--- config.mk ---
export PLATFORM = sky130hd
export DESIGN_NAME = hms_up_down_timer_core
export DESIGN_NICKNAME = d
export VERILOG_FILES = /design/src/sv/hmst_pkg.sv /design/src/sv/hmst_in_reg.sv /design/src/sv/hmst_step.sv /design/src/sv/hms_up_down_timer_core.sv
export SDC_FILE = /design/constraint.sdc
export NUM_CORES = 1
export LEC_CHECK = 0
export ABC_AREA = 1
export BUFFER_PORTS_ARGS = -buffer_cell sky130_fd_sc_hd__buf_2
export CAP_MARGIN = 20
export CORE_UTILIZATION = 62
export CTS_BUF_LIST = sky130_fd_sc_hd__clkbuf_8
export CTS_CLUSTER_SIZE = 30
export DETAILED_ROUTE_END_ITERATION = 6
export PLACE_DENSITY = 0.86
export SLEW_MARGIN = 20
export SYNTH_ARGS = -nofsm -noshare
export SYNTH_HDL_FRONTEND = slang
export SYNTH_SLANG_ARGS = --single-unit
--- constraint.sdc ---
create_clock -name clk_i -period 6.7 [get_ports clk_i]
set_input_delay 1.34 -clock clk_i [delete_from_list [all_inputs] [get_ports clk_i]]
set_output_delay 1.34 -clock clk_i [all_outputs]
set_load 0.05 [all_outputs]
--- src/sv/hmst_pkg.sv ---
`timescale 1ns / 1ps
// Shared types, codes and helpers for the hh:mm:ss up/down timer.
// No dependencies; imported by every timer module.
package hmst_pkg;

  localparam logic [15:0] MS_PER_SEC = 16'd1000;
  localparam logic [15:0] ACCUM_MAX  = 16'hFFFF;
  localparam int unsigned CFG_IDX_W  = 2;

  typedef enum logic [1:0] {
    FUNC_TICK  = 2'd0,
    FUNC_SET   = 2'd1,
    FUNC_CLEAR = 2'd2
  } func_e;

  typedef enum logic [CFG_IDX_W-1:0] {
    CFG_ENABLED    = 2'd0,
    CFG_COUNT_DOWN = 2'd1
  } cfg_idx_e;

  typedef struct packed {
    logic [1:0]        func;
    logic [9:0]        elapsed_ms;
    logic signed [7:0] set_hours;
    logic signed [7:0] set_minutes;
    logic signed [7:0] set_seconds;
  } item_t;

  typedef struct packed {
    logic [4:0]  hours;
    logic [5:0]  minutes;
    logic [5:0]  seconds;
    logic [15:0] accum;
  } hms_state_t;

  typedef struct packed {
    logic enabled;
    logic count_down;
  } cfg_t;

  // Quotient by 60 for values up to 179.
  function automatic logic [1:0] div60(input logic [7:0] v);
    logic [1:0] q;
    if (v >= 8'd120) q = 2'd2;
    else if (v >= 8'd60) q = 2'd1;
    else q = 2'd0;
    return q;
  endfunction

  // Remainder by 60 given the quotient from div60.
  function automatic logic [5:0] rem60(input logic [7:0] v, input logic [1:0] q);
    logic [7:0] r;
    case (q)
      2'd2:    r = v - 8'd120;
      2'd1:    r = v - 8'd60;
      default: r = v;
    endcase
    return r[5:0];
  endfunction

  // Remainder by 24 for values up to 143.
  function automatic logic [4:0] mod24(input logic [7:0] v);
    logic [7:0] r;
    if (v >= 8'd120) r = v - 8'd120;
    else if (v >= 8'd96) r = v - 8'd96;
    else if (v >= 8'd72) r = v - 8'd72;
    else if (v >= 8'd48) r = v - 8'd48;
    else if (v >= 8'd24) r = v - 8'd24;
    else r = v;
    return r[4:0];
  endfunction

endpackage

--- src/sv/hmst_in_reg.sv ---
`timescale 1ns / 1ps
// Input holding register: captures one word and keeps it until the
// update stage pops it. Depends on hmst_pkg.
module hmst_in_reg import hmst_pkg::*; (
  input  logic  clk_i,
  input  logic  rst_ni,
  input  logic  in_valid_i,
  output logic  in_ready_o,
  input  item_t item_i,
  input  logic  pop_i,
  output logic  valid_o,
  output item_t item_o
);

  logic  valid_q, valid_d;
  item_t item_q;
  logic  take;

  assign in_ready_o = !valid_q || pop_i;
  assign take       = in_valid_i && in_ready_o;

  always_comb begin
    valid_d = valid_q;
    if (take) valid_d = 1'b1;
    else if (pop_i) valid_d = 1'b0;
  end

  always_ff @(posedge clk_i or negedge rst_ni) begin
    if (!rst_ni) begin
      valid_q <= 1'b0;
    end else begin
      valid_q <= valid_d;
    end
  end

  always_ff @(posedge clk_i) begin
    if (take) begin
      item_q <= item_i;
    end
  end

  assign valid_o = valid_q;
  assign item_o  = item_q;

endmodule

--- src/sv/hmst_step.sv ---
`timescale 1ns / 1ps
// Next-state logic for one word: tick, set or clear.
// Pure combinational; depends on hmst_pkg.
module hmst_step import hmst_pkg::*; (
  input  item_t      item_i,
  input  hms_state_t cur_i,
  input  cfg_t       cfg_i,
  output hms_state_t nxt_o,
  output logic       stepped_o
);

  logic [16:0] sum;
  logic [15:0] acc_sat;
  logic        at_zero;
  logic        step_ok;
  hms_state_t  up, dn;
  logic [1:0]  q_s, q_m;
  logic [7:0]  m_w, h_w;
  logic        set_neg;

  always_comb begin
    sum     = {1'b0, cur_i.accum} + 17'(item_i.elapsed_ms);
    acc_sat = sum[16] ? ACCUM_MAX : sum[15:0];
    at_zero = (cur_i.hours == 5'd0) && (cur_i.minutes == 6'd0) && (cur_i.seconds == 6'd0);
    step_ok = cfg_i.enabled && !(cfg_i.count_down && at_zero) && (acc_sat >= MS_PER_SEC);

    // count up, wrap at 24h
    up = cur_i;
    if (cur_i.seconds == 6'd59) begin
      up.seconds = 6'd0;
      if (cur_i.minutes == 6'd59) begin
        up.minutes = 6'd0;
        up.hours   = (cur_i.hours >= 5'd23) ? 5'd0 : cur_i.hours + 5'd1;
      end else begin
        up.minutes = cur_i.minutes + 6'd1;
      end
    end else begin
      up.seconds = cur_i.seconds + 6'd1;
    end

    // count down with borrow
    dn = cur_i;
    if (cur_i.seconds != 6'd0) begin
      dn.seconds = cur_i.seconds - 6'd1;
    end else begin
      dn.seconds = 6'd59;
      if (cur_i.minutes != 6'd0) begin
        dn.minutes = cur_i.minutes - 6'd1;
      end else begin
        dn.minutes = 6'd59;
        if (cur_i.hours != 5'd0) dn.hours = cur_i.hours - 5'd1;
      end
    end

    // set: carry seconds -> minutes -> hours, hours mod 24
    set_neg = item_i.set_hours[7] || item_i.set_minutes[7] || item_i.set_seconds[7];
    q_s = div60({1'b0, item_i.set_seconds[6:0]});
    m_w = {1'b0, item_i.set_minutes[6:0]} + 8'(q_s);
    q_m = div60(m_w);
    h_w = {1'b0, item_i.set_hours[6:0]} + 8'(q_m);

    nxt_o     = cur_i;
    stepped_o = 1'b0;
    case (func_e'(item_i.func))
      FUNC_TICK: begin
        nxt_o.accum = acc_sat;
        if (step_ok) begin
          nxt_o       = cfg_i.count_down ? dn : up;
          nxt_o.accum = acc_sat - MS_PER_SEC;
          stepped_o   = 1'b1;
        end
      end
      FUNC_SET: begin
        if (!set_neg) begin
          nxt_o.seconds = rem60({1'b0, item_i.set_seconds[6:0]}, q_s);
          nxt_o.minutes = rem60(m_w, q_m);
          nxt_o.hours   = mod24(h_w);
          nxt_o.accum   = 16'd0;
        end
      end
      FUNC_CLEAR: begin
        nxt_o = '0;
      end
      default: begin
        nxt_o = cur_i;
      end
    endcase
  end

endmodule

--- src/sv/hms_up_down_timer_core.sv ---
`timescale 1ns / 1ps
// Top level of the hh:mm:ss up/down timer with millisecond accumulator.
// Depends on hmst_pkg, hmst_in_reg and hmst_step.
//
// Usage:
// - Input channel (in_valid_i/in_ready_o) carries one command word: tick
//   with elapsed milliseconds, set time, or clear. Unused func code is a
//   no-op that still returns the current time.
// - Output channel (out_valid_o/out_ready_i) returns exactly one word per
//   command: stepped flag, hours, minutes, seconds, accumulator.
// - Config channel (cfg_valid_i/cfg_ready_o) writes enabled (index 0) and
//   count_down (index 1); other indexes are dropped. Always ready; write
//   only while no command is in flight.
// - Order: an accepted word waits in the input register until the update
//   stage fires, which writes state and the result register together;
//   out_valid_o rises once the result register is loaded.
// - Throughput: one word per cycle unless stalled; time/accumulator update is
//   a single short step, so back-to-back words chain through state registers.
// - Receiver stall: the result register holds; the input register still
//   takes one more word, then in_ready_o drops until the result drains.
// - Reset: time, accumulator and config clear to zero, both stages empty.
module hms_up_down_timer_core import hmst_pkg::*; (
  input  logic                 clk_i,
  input  logic                 rst_ni,
  // command channel
  input  logic                 in_valid_i,
  output logic                 in_ready_o,
  input  logic [1:0]           func_i,
  input  logic [9:0]           elapsed_ms_i,
  input  logic signed [7:0]    set_hours_i,
  input  logic signed [7:0]    set_minutes_i,
  input  logic signed [7:0]    set_seconds_i,
  // result channel
  output logic                 out_valid_o,
  input  logic                 out_ready_i,
  output logic                 stepped_o,
  output logic [4:0]           hours_o,
  output logic [5:0]           minutes_o,
  output logic [5:0]           seconds_o,
  output logic [15:0]          msec_accum_o,
  // config write channel
  input  logic                 cfg_valid_i,
  output logic                 cfg_ready_o,
  input  logic [CFG_IDX_W-1:0] cfg_index_i,
  input  logic                 cfg_wdata_i
);

  item_t      in_item, cur_item;
  logic       cur_valid;
  logic       adv;
  hms_state_t state_q, state_d;
  cfg_t       cfg_q;
  logic       stepped_d;
  logic       out_valid_q;
  logic       stepped_q;
  hms_state_t res_q;

  assign in_item = '{func:        func_i,
                     elapsed_ms:  elapsed_ms_i,
                     set_hours:   set_hours_i,
                     set_minutes: set_minutes_i,
                     set_seconds: set_seconds_i};

  // update stage fires when a word is held and the result slot is free
  assign adv = cur_valid && (!out_valid_q || out_ready_i);

  hmst_in_reg u_in_reg (
    .clk_i      (clk_i),
    .rst_ni     (rst_ni),
    .in_valid_i (in_valid_i),
    .in_ready_o (in_ready_o),
    .item_i     (in_item),
    .pop_i      (adv),
    .valid_o    (cur_valid),
    .item_o     (cur_item)
  );

  hmst_step u_step (
    .item_i    (cur_item),
    .cur_i     (state_q),
    .cfg_i     (cfg_q),
    .nxt_o     (state_d),
    .stepped_o (stepped_d)
  );

  // config registers
  assign cfg_ready_o = 1'b1;

  always_ff @(posedge clk_i or negedge rst_ni) begin
    if (!rst_ni) begin
      cfg_q <= '0;
    end else if (cfg_valid_i) begin
      case (cfg_idx_e'(cfg_index_i))
        CFG_ENABLED:    cfg_q.enabled    <= cfg_wdata_i;
        CFG_COUNT_DOWN: cfg_q.count_down <= cfg_wdata_i;
        default:        cfg_q            <= cfg_q;
      endcase
    end
  end

  // time state and result valid
  always_ff @(posedge clk_i or negedge rst_ni) begin
    if (!rst_ni) begin
      state_q     <= '0;
      out_valid_q <= 1'b0;
    end else begin
      if (adv) begin
        state_q <= state_d;
      end
      if (adv) begin
        out_valid_q <= 1'b1;
      end else if (out_ready_i) begin
        out_valid_q <= 1'b0;
      end
    end
  end

  // result payload
  always_ff @(posedge clk_i) begin
    if (adv) begin
      res_q     <= state_d;
      stepped_q <= stepped_d;
    end
  end

  assign out_valid_o  = out_valid_q;
  assign stepped_o    = stepped_q;
  assign hours_o      = res_q.hours;
  assign minutes_o    = res_q.minutes;
  assign seconds_o    = res_q.seconds;
  assign msec_accum_o = res_q.accum;

  // reported time always in range
  a_time_range: assert property (@(posedge clk_i) disable iff (!rst_ni)
    out_valid_o |-> (seconds_o < 6'd60) && (minutes_o < 6'd60) && (hours_o < 5'd24))
    else $error("time out of range");

  // a step only happens when enabled
  a_step_enabled: assert property (@(posedge clk_i) disable iff (!rst_ni)
    adv && stepped_d |-> cfg_q.enabled)
    else $error("step while disabled");

  // held word is not dropped while the result slot is busy
  a_hold_word: assert property (@(posedge clk_i) disable iff (!rst_ni)
    cur_valid && !adv |=> cur_valid)
    else $error("held word lost");

  // every update produces a result
  a_result_loaded: assert property (@(posedge clk_i) disable iff (!rst_ni)
    adv |=> out_valid_q)
    else $error("result not loaded");

endmodule
==> flow_metrics.tcl, run 1 <==
set metrics [dict create \
    area.growth.synth_to_final_pct 8.940 \
    n_antenna_cell 0 \
    die_area_mm2 0.01300 \
    antenna_left 0 \
    async_flop_share_pct 34.58 \
    p_leak_nw 4.221 \
    cts_tree "built" \
    max_freq_ghz 0.1664 \
    synth_flop_cell "edfxtp_1" \
    end_kind "register" \
    slew_headroom_pct 36.22 \
    tightest_slew_ns 0.9567 \
    routed-via-count 7299 \
    vias_per_cell 5.663 \
    cts_hold_buf 0 \
    ys_seq_area_share_pct 38.91 \
    syn_area_mm2 0.007781 \
    multi_input_area_mm2 0.004069 \
    ios 81 \
    drive_above_1_share_pct 14.72 \
    cell_internal_pwr_w 0.001701 \
    cts_buffers 9 \
    port_buffers 79 \
    die_w_um 114.0 \
    irDropWorstVdd_mv 0.2104 \
    final-seq-area_mm2 0.003028 \
    power_density_mw_per_mm2 417.3 \
    setup_tns_ns 0 \
    gr-total-overflow 0 \
    fp-row-count 40 \
    cp_slowest_cell "edfxtp_1" \
    fin_crit_sh_pct 89.69 \
    cts.clk_slew.worst_paths_ns 0.11 \
    cp.required_ns 6.88 \
    wl_mm 19.33 \
    crit_path_start_kind "register" \
    synth_top_cell_by_area "edfxtp_1" \
    ys_types 54 \
    switchingPower_w 0.001836 \
    core_area_mm2 0.01211 \
    fillers 1031 \
    pwr-share-comb_pct 57.9 \
    fin_cells 1289 \
    clock_power_share_pct 11.8 \
    critical_path.max_stage_delay_ns 0.45 \
    grt_max_degree 62 \
    synth_enable_flop_cells 70 \
    hp-class "reg -> reg" \
    timing_hold_violations_final 0 \
    synth-seq-cells 107 \
    p_seq_share_pct 30.2 \
    syn_avg_cell_area_um2 7.397 \
    critPathKind "reg -> reg" \
    postCtsSetupBuffers 0 \
    synth_nets 1129 \
    layout_commonest_cell "nand2_1" \
    cpMostUsedCell "nand2_1" \
    start_util_pct 64.25 \
    drv_cap 0 \
    worstPathArrival_ns 6.19 \
    synth_warnings 0 \
    wl_per_cell_um 15.00 \
    die_h_um 114.0 \
    dp_cells 1273 \
    fin_nets 1193 \
    antenna_found_initial 0 \
    finalMaxSlewViolations 0 \
    cts_max_path_buffers 2 \
    htreeDepth 3 \
    skew_ns 0.02166 \
    layout_common_cells "299 x nand2_1, 131 x inv_1, 118 x nand3_1" \
    synth_top_area_share_pct 27.01 \
    clock_latency_ns 0.41 \
    cts.sinks 107 \
    grt_pass1_vias 6707 \
    dr.first_iter.drc_count 713 \
    synth_area_leaders "edfxtp_1 27%, nand2_1 14%, dfrtp_1 12%" \
    clockRootBuffer "clkbuf_8" \
    status "finished, final reports clean" \
    place_congestion 0.9885 \
    crit_fanout 6 \
    rsz0062_at_grt "no" \
    grt.total_usage_pct 31.53 \
    syn_inst 1052 \
    cts.repair.resized 0 \
    place_hpwl_mm 14.37 \
    drc 0 \
    swShare_pct 51.91 \
    grt_pass1_wl_mm 31.86 \
    first_pass_iters 6 \
    crit_buf_inv 7 \
    fin_crit_ns 6.009 \
    path_delay_family "simple AND/OR/NAND/NOR gates" \
    setup_viol 0 \
]
## sequential cells by signal, indices dropped and copies added, names as in the netlist, 2 cells and up
| signal | count |
|---|---|
| minutes_o | 6 |
| seconds_o | 6 |
| hours_o | 5 |
| state_q | 33 |
| cfg_q | 2 |
| u_in_reg.item_o | 36 |
| msec_accum_o | 16 |
## cells in the mapped netlist (all sizes together) (2+ instances only)
cell	n
a211oi	2
a21oi	36
a22oi	3
a31oi	14
and2	6
buf	12
clkbuf	19
clkinv	5
dfrtp	37
edfxtp	70
fa	3
ha	30
inv	138
nand2	322
nand3	131
nand3b	4
nand4	22
nor2	86
nor3	14
o211ai	7
o21ai	53
o21bai	2
o22ai	2
o31ai	2
or2	3
xnor2	3
xor2	15
## cell type report
class,instances,area share [%]
clock buffer,9,1.461
clock inverter,7,0.9004
inverter,143,6.332
multi-input combinational,771,48.00
sequential,107,35.72
tap,168,2.480
timing repair buffer,84,5.107
## power by group through the flow
stage          Clock, W  Combinational, W  Sequential [W]
3_3_place_gp          0           0.00197         0.00107
2_1_floorplan         0           0.00149         0.00120
5_1_grt        0.000444           0.00229         0.00109
6_report       0.000418           0.00205         0.00107
3_5_place_dp          0           0.00201         0.00108
4_1_cts        0.000422           0.00202         0.00106
## routing by layer
layer / global-route usage (%) / up-vias / wire (um)
li1: - / 3598 / -
met1: 42.90 / 3317 / 8498
met3: 5.579 / 38 / 1574
met4: 12.64 / 0 / 470
met5: 0 / - / 0
met2: 50.06 / 346 / 8791
## final timing paths
kind | startpoint | to | slack (ns) | depth (start not counted)
worst max-delay path | u_in_reg.item_o[3]$_DFFE_PP_ | hours_o[3]$_DFFE_PP_ | 0.69 | 37
min in group asynchronous | rst_ni | state_q[6]$_DFFE_PN0P_ | 1.07 | 1
worst min-delay path | out_valid_o$_DFFE_PN0P_ | out_valid_o$_DFFE_PN0P_ | 0.53 | 2
worst max register to register | u_in_reg.item_o[3]$_DFFE_PP_ | hours_o[3]$_DFFE_PP_ | 0.69 | 37
worst min register to register | out_valid_o$_DFFE_PN0P_ | out_valid_o$_DFFE_PN0P_ | 0.53 | 2
max in group asynchronous | rst_ni | state_q[25]$_DFFE_PN0P_ | 5.03 | 1
## per-stage QoR
| step | worst slack [ns] | cell area [um2] | total power [W] | hold slack [ns] | utilization, % |
|---|---|---|---|---|---|
| detailed placement | 0.7262 | 8277 | 0.003086 | 0.5098 | 68.34 |
| global placement | 0.9470 | 8277 | 0.003043 | 0.5111 | 68.34 |
| CTS | 0.7180 | 8477 | 0.003506 | 0.5332 | 69.99 |
| global route | 0.04771 | 8477 | 0.003825 | 0.5544 | 69.99 |
| floorplan | 1.315 | 7781 | 0.002687 | 0.4928 | - |
| finish | 0.6910 | 8477 | 0.003537 | 0.5317 | 69.99 |
## kinds of logic after synthesis
| family | count (synthesis) | share of synthesized area [%] |
|---|---|---|
| xor gates and xnor gates | 18 | 2.026 |
| AOI/OAI and AO/OA | 129 | 9.680 |
| other | 1 | 0.04819 |
| buffers and inverters | 174 | 8.892 |
| and+or+nand+nor | 590 | 34.84 |
| adders and majority gates | 33 | 5.596 |
| DFF | 107 | 38.91 |
## worst reg2reg max path, delay by kind of cell (launching register included)
family                   cells  cell delay, ns
flip-flops                   1            0.45
AND/OR/NAND/NOR             21            2.56
buffers and inverters        7            0.60
adder cells (fa/ha/maj)      7            1.80
AO/OA/AOI/OAI                2            0.38
(Power assumes the default switching activity.)
==> run 2, diff against run 1 <==
--- a/config.mk
+++ b/config.mk
@@ -5,7 +5,7 @@
 export SDC_FILE = /design/constraint.sdc
 export NUM_CORES = 1
 export LEC_CHECK = 0
-export ABC_AREA = 1
+export ABC_CLOCK_PERIOD_IN_PS = 6700
 export BUFFER_PORTS_ARGS = -buffer_cell sky130_fd_sc_hd__buf_2
 export CAP_MARGIN = 20
 export CORE_UTILIZATION = 62
==> run 2 against run 1 <==
  * Register-to-register slack got worse by 0.37 ns
  * First-iteration DRC count increased by 15%
  * Critical endpoint unchanged
  * Worst setup slack got worse by 0.37 ns
  * Maximum frequency shrank 5.8%
  * Design area is 1.1% higher
  * Highest routed layer unchanged
  * Critical path type unchanged
  * Critical path depth is 9 lower
  * Hold slack worse by 0.032 ns
  * Die area grew 0.84%
  * Via count shrank 1.8%
==> flow_metrics.tcl, run 2 <==
set metrics [dict create \
    status "finished, final reports clean" \
    fin_cells 1086 \
    dr.first_iter.drc_count 823 \
    cp.required_ns 6.83 \
    synth-seq-cells 107 \
    place_hpwl_mm 13.61 \
    synth_enable_flop_cells 70 \
    drc 0 \
    clock_latency_ns 0.40 \
    yosysMostFrequentCell "nand2_1" \
    setup_ws_ns 0.3222 \
    area.growth.synth_to_final_pct 9.247 \
    synth_commonest_cells "91 x nand2_1, 70 x edfxtp_1, 69 x nor2_1" \
    ios 81 \
    synth_area_leaders "edfxtp_1 27%, dfrtp_1 12%, ha_1 4.8%" \
    drive_above_1_share_pct 17.76 \
    wl_mm 19.78 \
    die_h_um 114.5 \
    ys_types 98 \
    htreeDepth 3 \
    setup_tns_ns 0 \
    grt_max_degree 39 \
    fp-row-count 40 \
    rrSetupSlack_ns 0.32 \
    critPathKind "reg -> reg" \
    cpMostUsedCell "ha_1" \
    setup_viol 0 \
    power_density_mw_per_mm2 374.2 \
    n_antenna_cell 0 \
    wl_per_cell_um 18.21 \
    worstRegToRegCells 28 \
    fin_nets 990 \
    crit_fanout 10 \
    fin_crit_sh_pct 95.19 \
    timing_hold_violations_final 0 \
    synth_nets 938 \
    worstPathArrival_ns 6.51 \
    antenna_found_initial 0 \
    r2r_end "hours_o[3]$_DFFE_PP_" \
    skew_ns 0.01366 \
    end_kind "register" \
    cts_max_path_buffers 2 \
    synth_top_cell_by_area "edfxtp_1" \
    p_leak_nw 3.411 \
    max_freq_ghz 0.1568 \
    dp_cells 1068 \
    largest_reg_flops 36 \
    syn_inst 861 \
    ys_seq_area_share_pct 38.58 \
    crit_start "u_in_reg.item_o[3]$_DFFE_PP_" \
    tightest_slew_ns 1.201 \
    cts_buffers 9 \
    grt_pass1_vias 6341 \
    die_area_mm2 0.01311 \
    layout_commonest_cell "nand2_1" \
    synth_flop_cell "edfxtp_1" \
    die_w_um 114.5 \
    vias_per_cell 6.602 \
    drv_cap 0 \
    grt_pass1_wl_mm 31.51 \
    routed-via-count 7170 \
    clockRootBuffer "clkbuf_8" \
    cts_tree "built" \
    dp_slack_ns 0.06821 \
    r2r_start "u_in_reg.item_o[3]$_DFFE_PP_" \
    hp-class "reg -> reg" \
    syn_avg_cell_area_um2 9.114 \
    antenna_left 0 \
    cts.sinks 107 \
    layout_common_cells "91 x nand2_1, 79 x buf_2, 70 x edfxtp_1" \
    syn_area_mm2 0.007848 \
    finalMaxSlewViolations 0 \
    start_util_pct 64.53 \
    port_buffers 79 \
    grt.total_usage_pct 31.07 \
    cts.clk_slew.worst_paths_ns 0.10 \
    cts_hold_buf 0 \
    fin_crit_ns 6.378 \
    irDropWorstVdd_mv 0.2681 \
    cp_slowest_cell "edfxtp_1" \
    crit_path_start_kind "register" \
    place_congestion 0.9284 \
    synth_warnings 0 \
    gr-total-overflow 0 \
    slew_headroom_pct 19.67 \
    synth_top_area_share_pct 26.79 \
    critical_path.max_stage_delay_ns 0.46 \
    first_pass_iters 5 \
    crit_end "hours_o[3]$_DFFE_PP_" \
    core_area_mm2 0.01216 \
    async_flop_share_pct 34.58 \
]
[run 2: cell types whose count changed after synthesis, moves of 11 or more]
| cell | change |
|---|---|
| or3_1 | +14 |
| nand3_1 | -90 |
| nand2_2 | -18 |
| o21ai_0 | +12 |
| clkbuf_1 | +20 |
| a21oi_1 | +17 |
| a22o_1 | +11 |
| xnor2_1 | +13 |
| nand3_2 | -12 |
| nand2b_1 | +13 |
| inv_1 | -100 |
| nand4_1 | -15 |
| nand2_1 | -208 |
| a21o_1 | +13 |
[run 2: through the flow]
step                area, um2  utilization, %  hold WS (ns)  total power (W)
global placement         8307           68.30        0.4802         0.002681
floorplan                7848               -        0.4572         0.002380
global route             8573           70.49        0.5371         0.003407
finish                   8573           70.49        0.4993         0.003208
CTS                      8528           70.12        0.5044         0.003166
detailed placement       8307           68.30        0.4797         0.002720
[run 2: worst max-delay path, delay by kind of cell, from the launching register on]
kind	cells	cell delay, ns
simple gates	6	1.08
fa+ha+maj	7	1.98
buf+inv	4	0.46
xor+xnor	2	0.42
flops	1	0.46
compound gates	9	1.71
[run 2: worst min-delay path by stage]
stage,startpoint,end,cells past startpoint,slack [ns]
final,u_in_reg.valid_o$_DFFE_PN0P_,out_valid_o$_DFFE_PN0P_,1,0.50
after floorplan,u_in_reg.valid_o$_DFFE_PN0P_,out_valid_o$_DFFE_PN0P_,1,0.46
after detailed placement,u_in_reg.valid_o$_DFFE_PN0P_,out_valid_o$_DFFE_PN0P_,1,0.48
after global routing,u_in_reg.valid_o$_DFFE_PN0P_,out_valid_o$_DFFE_PN0P_,1,0.54
after CTS,u_in_reg.valid_o$_DFFE_PN0P_,out_valid_o$_DFFE_PN0P_,1,0.50
after global placement,u_in_reg.valid_o$_DFFE_PN0P_,out_valid_o$_DFFE_PN0P_,1,0.48
[run 2: area by class of cell]
cell class                 instances  area [um2]
multi-input combinational        671        4501
fill                             970        3588
sequential                       107        3028
timing repair buffer              92       493.0
tap                              168       210.2
clock buffer                       9       123.9
inverter                          32       120.1
clock inverter                     7       97.59
[run 2: cell families (layout without fill, tap and decap cells)]
| family | after synthesis | count (layout) | synth area share [%] |
|---|---|---|---|
| compound gates | 288 | 288 | 26.13 |
| mux | 17 | 17 | 2.344 |
| fa+ha+maj | 33 | 33 | 5.548 |
| flops | 107 | 107 | 38.58 |
| simple gates | 305 | 305 | 19.79 |
| other cells | 1 | 1 | 0.04779 |
| buf+inv | 83 | 140 | 4.448 |
| xor+xnor | 27 | 27 | 3.109 |
[run 2: timing repair]
action / CTS / global route
gates resized for setup: 0 / 5
endpoints found under the setup margin: 0 / 4
setup buffers: 0 / 2
[run 2: layer usage]
layer	GRT usage, %	share of wire (%)
met1	42.98	43
met2	48.12	46
met3	5.929	9.0
met4	12.64	2.3
met5	0	0
[run 2: power breakdown]
part           switching, W  internal (W)
combinational       0.00111      0.000605
clock              0.000232      0.000212
sequential         0.000182      0.000870
